[src/hw/rtl/dsa_pkg.sv]
// shared types and constants for the descriptor slot allocator
// holds field widths, operation and status codes, fsm states and payload structs
// no dependencies
package dsa_pkg;

  localparam int MAX_SLOTS_DEF = 1024;
  localparam int HANDLE_W      = 64;
  localparam int STEP_W        = 16;
  localparam int SLOT_COUNT_W  = 11;
  localparam int SLOT_W        = 10;
  localparam int DIV_BITS      = 4;
  localparam int CFG_IDX_W     = 2;

  localparam logic [STEP_W-1:0] STEP_RESET = STEP_W'(32);

  typedef enum logic [1:0] {
    MODE_ALLOC   = 2'd0,
    MODE_FREE    = 2'd1,
    MODE_REBUILD = 2'd2,
    MODE_CLEAR   = 2'd3
  } mode_t;

  typedef enum logic [2:0] {
    ST_OK       = 3'd0,
    ST_EMPTY    = 3'd1,
    ST_MISMATCH = 3'd2,
    ST_RANGE    = 3'd3,
    ST_FULL     = 3'd4
  } status_t;

  typedef enum logic [CFG_IDX_W-1:0] {
    CFG_CPU_BASE    = 2'd0,
    CFG_GPU_BASE    = 2'd1,
    CFG_HANDLE_STEP = 2'd2,
    CFG_SLOT_COUNT  = 2'd3
  } cfg_reg_t;

  typedef enum logic [2:0] {
    S_IDLE,
    S_ALLOC_MUL,
    S_ALLOC_ADD,
    S_FREE_DIV,
    S_REBUILD,
    S_RESULT
  } state_t;

  typedef struct packed {
    mode_t                mode;
    logic [HANDLE_W-1:0]  cpu_handle_in;
    logic [HANDLE_W-1:0]  gpu_handle_in;
  } req_t;

  typedef struct packed {
    logic [HANDLE_W-1:0]  cpu_handle_out;
    logic [HANDLE_W-1:0]  gpu_handle_out;
    logic [SLOT_W-1:0]    slot_index;
    status_t              status;
  } rsp_t;

endpackage

[src/hw/rtl/dsa_divider.sv]
// iterative unsigned divider, handle offset by handle step, several quotient bits a cycle
// depends on dsa_pkg
module dsa_divider
  import dsa_pkg::*;
(
  input  logic                clk,
  input  logic                rst,
  input  logic                start,
  input  logic [HANDLE_W-1:0] dividend,
  input  logic [STEP_W-1:0]   divisor,
  output logic                done,
  output logic [HANDLE_W-1:0] quotient
);

  localparam int STEPS = HANDLE_W / DIV_BITS;
  localparam int CNT_W = $clog2(STEPS);

  logic                busy;
  logic [CNT_W-1:0]    count;
  logic [STEP_W-1:0]   rem;
  logic [STEP_W-1:0]   div_q;
  logic [HANDLE_W-1:0] work;
  logic [STEP_W-1:0]   rem_next;
  logic [HANDLE_W-1:0] work_next;

  // dividend bits shift out the top, quotient bits shift in at the bottom
  always_comb begin
    logic [STEP_W:0] trial;
    rem_next  = rem;
    work_next = work;
    for (int j = 0; j < DIV_BITS; j++) begin
      trial     = {rem_next, work_next[HANDLE_W-1]};
      work_next = {work_next[HANDLE_W-2:0], 1'b0};
      if (trial >= {1'b0, div_q}) begin
        rem_next     = STEP_W'(trial - {1'b0, div_q});
        work_next[0] = 1'b1;
      end else begin
        rem_next = trial[STEP_W-1:0];
      end
    end
  end

  always_ff @(posedge clk) begin
    if (rst) begin
      busy  <= 1'b0;
      count <= '0;
      done  <= 1'b0;
    end else begin
      done <= 1'b0;
      if (start) begin
        busy  <= 1'b1;
        count <= '0;
      end else if (busy) begin
        count <= count + 1'b1;
        if (count == CNT_W'(STEPS - 1)) begin
          busy <= 1'b0;
          done <= 1'b1;
        end
      end
    end
  end

  always_ff @(posedge clk) begin
    if (start) begin
      work  <= dividend;
      rem   <= '0;
      div_q <= divisor;
    end else if (busy) begin
      work <= work_next;
      rem  <= rem_next;
    end
  end

  assign quotient = work;

endmodule

[config.mk]
export PLATFORM = sky130hd
export DESIGN_NAME = dsa_divider
export DESIGN_NICKNAME = d
export VERILOG_FILES = /design/src/hw/rtl/dsa_pkg.sv /design/src/hw/rtl/dsa_divider.sv
export SDC_FILE = /design/constraint.sdc
export NUM_CORES = 1
export LEC_CHECK = 0
export BUFFER_PORTS_ARGS = -buffer_cell sky130_fd_sc_hd__buf_4
export CAP_MARGIN = 25
export CORE_MARGIN = 2
export CORE_UTILIZATION = 40
export CTS_CLUSTER_DIAMETER = 40
export CTS_CLUSTER_SIZE = 10
export DETAILED_ROUTE_END_ITERATION = 7
export GPL_TIMING_DRIVEN = 0
export PLACE_DENSITY_LB_ADDON = 0.1
export SLEW_MARGIN = 10
export SYNTH_ARGS = -nofsm -noshare
export SYNTH_HDL_FRONTEND = slang
export SYNTH_SLANG_ARGS = --single-unit
[constraint.sdc]
create_clock -name clk -period 10.3 [get_ports clk]
set_clock_uncertainty 0.1 [all_clocks]
set_input_delay 0 -clock clk [delete_from_list [all_inputs] [get_ports clk]]
set_output_delay 0 -clock clk [all_outputs]
set_load 0.01 [all_outputs]
==> summary.md <==
| Metric | Value |
|---|---|
| Status | `completed` |
| CP endpoint kind | `register` |
| Fin Hold WS | `236 ps` |
| Pre-Repair DR Iteration Count | `5` |
| Grt ovf | `0` |
| DR iter-0 viols | `380` |
| CP peak stage delay | `460 ps` |
| Avg Cell Area, Syn | `10.4 sq um` |
| Fmax | `0.101 GHz` |
| Layout Nets | `1171` |
| Die ar. | `20400 sq um` |
| Crit path DAT | `9940 ps` |
| Seq/Total Area, Yosys | `0.368` |
| Most frequent CP cell | `ha_1` |
| Worst r2r src | `div_q[3]$_DFFE_PP_` |
| Total GRT Usage | `0.241` |
| Die width | `143 um` |
| TNS Setup | `0 ps` |
| Num CTS Buffers | `9` |
| Initial antenna violation count | `0` |
| EDFF count, synth | `80` |
| Die Ht | `143 um` |
| MaxCap Viol Count | `0` |
| Normalized max-slew margin | `0.454` |
| Most frequent cells in the layout | `178 x buf_4, 95 x mux2_2, 82 x dlygate4sd3_1` |
| Fin crit period | `9920 ps` |
| Initial Utilization | `0.410` |
| Routability cong. | `0.877` |
| Core utilization of the finished layout | `0.577` |
| Synth Instances | `746` |
| Commonest non-fill, non-tap cell in the layout | `buf_4` |
| Ranking of synthesized cells by area | `edfxtp_1 31%, mux2_2 14%, ha_1 11%` |
| Cell family contributing the most delay on the critical path | `compound AO/OA/AOI/OAI gates` |
| Routed WL | `24.6 mm` |
| Final period utilization | `0.963` |
| Clock latency on the worst-skew pair | `360 ps` |
| Endpoint, Worst Hold | `busy$_SDFF_PP0_` |
| I/O pin count | `148` |
| Max Slew Vio Count | `0` |
| Routed wire per std cell | `19.1 um` |
| Worst-margin pin slew | `819 ps` |
| Clk slew on worst S/H paths | `80 ps` |
| Setup violators final | `0` |
| Largest area contributor in the netlist | `edfxtp_1` |
| Ys flop type | `edfxtp_1` |
| Area Overhead vs Synth | `40.7%` |
| Post-route antenna net violation count | `0` |
| Vias in the first global route | `7043` |
| Fillers | `1595` |
| Mapped Nets | `898` |
| Share of the synthesized area in the top cell type | `0.311` |
| Largest net degree at the start of global routing | `65` |
| Critical path buffer and inverter count | `9` |
| R2r endpoint | `quotient[0]$_DFFE_PP_` |
| Dpl hpwl | `17.9 mm` |
| Clock sink count | `102` |
| Yosys reg bits | `102` |
| CTS Root Cell | `clkbuf_16` |
| Yosys warning count | `0` |
| Core ar. | `18800 sq um` |
| CP Max Fanout | `10` |
| Fin. Hold Viols | `0` |
| # DRC | `0` |
| Clock tree buffer depth | `2` |
| Hold path startpoint | `rst` |
| Ys async rst share | `0` |
| Placed Cells | `1153` |
| Startpoint Class | `register` |
| H-tree depth | `3` |
| Row count | `50` |
| WP data required | `10320 ps` |
| Tightest Hold Check Type | `in2reg` |
| Post-Syn Area | `7730 sq um` |
| Register-to-Register Setup Slack | `380 ps` |
| ANT cells | `0` |
| First-pass GRT wire length | `38.2 mm` |
| Port bufs | `147` |
| Cells on worst reg2reg path | `44` |
| Share of cells above drive strength 1 | `0.347` |
| CTS tree | `done` |
| Yosys cell types | `65` |
| Via count | `6910` |
| Final cell count without fillers | `1284` |
| CP Class | `reg2reg` |
| Via-to-Cell Ratio | `5.38` |
| Hold depth | `3` |
| CP max stage cell | `or4_4` |
## kinds of logic (layout without fill, tap and decap cells)
kind of cell / after synthesis / in the layout / synth area share
xor gates and xnor gates: 50 / 50 / 0.0567
muxes: 113 / 113 / 0.162
and+or+nand+nor: 178 / 178 / 0.115
adders and majority gates: 69 / 69 / 0.116
AOI/OAI and AO/OA: 171 / 171 / 0.148
DFF: 102 / 102 / 0.368
buffers and inverters: 63 / 341 / 0.0342
## synthesized netlist by cell type (6+ instances only)
library cell / number
a31oi_1: 7
nand2b_1: 10
a21oi_1: 50
nor2b_1: 12
mux2i_1: 17
a21o_1: 14
dfxtp_1: 22
edfxtp_1: 80
xor2_1: 13
nand4_1: 12
a211oi_1: 15
o21a_1: 11
nand2_1: 29
nor4_1: 7
inv_1: 39
xnor2_1: 37
clkbuf_1: 17
mux2_2: 95
nand3b_1: 6
ha_1: 65
nor2_1: 68
nor3_1: 9
o21ai_0: 30
nand3_1: 9
## metrics by stage
| step | cell area [sq um] | worst slack [ps] |
|---|---|---|
| floorplan | 7730 | 35.7 |
| global placement | 9160 | -2470 |
| detailed placement | 9170 | -2670 |
| CTS | 10600 | 4.68 |
| global route | 10900 | -137 |
| finish | 10900 | 381 |
## routing by layer
layer / up-vias / track usage / share of wire
met1: 3314 / 0.307 / 0.43
met5: - / 0 / 0
met4: 0 / 0.0865 / 0.030
li1: 3333 / - / -
met2: 227 / 0.405 / 0.48
met3: 36 / 0.0500 / 0.062
## worst max-delay path by stage
stage                                   from                    end  slack, ps  cells past startpoint
after floorplan           div_q[1]$_DFFE_PP_  quotient[0]$_DFFE_PP_         40                     48
after global placement    div_q[1]$_DFFE_PP_  quotient[0]$_DFFE_PP_      -2470                     49
after detailed placement  div_q[1]$_DFFE_PP_  quotient[0]$_DFFE_PP_      -2670                     48
after CTS                 div_q[8]$_DFFE_PP_  quotient[0]$_DFFE_PP_          5                     50
after global routing      div_q[3]$_DFFE_PP_    rem[2]$_SDFFE_PP0P_       -140                     50
final                     div_q[3]$_DFFE_PP_  quotient[0]$_DFFE_PP_        380                     44
## tightest hold or removal path: stages
cell and delay (ps):
dlygate4sd3_1 520, buf_4 100, nor2_1 30
## registers in the layout, summed over array words and instances (netlist names)
signal    count
done          1
count         4
quotient     64
busy          1
div_q        16
rem          16
## layout make-up
class                           instances  area (sq um)  share of cell area
Tap cell                              260           325              0.0299
Timing Repair Buffer                  262          2200               0.202
Clock buffer                            9           225              0.0207
Sequential cell                       102          2840               0.261
Multi-Input combinational cell        581          4870               0.448
Inverter                               39           151              0.0139
Buffer                                 24           170              0.0156
Clock inverter                          7          88.8             0.00817
## repair_timing
item / 4_1_cts / 5_1_grt
endpoints found under the setup margin: 17 / 17
cloned: 0 / 2
pin swaps: 9 / 23
endpoints found under the hold margin: 102 / 0
hold buffers: 82 / 0
gates resized for setup: 39 / 35
setup buffers: 18 / 13
Power is not shown: default switching activity piles up to over one toggle a cycle in this logic, so the estimate is an artifact.
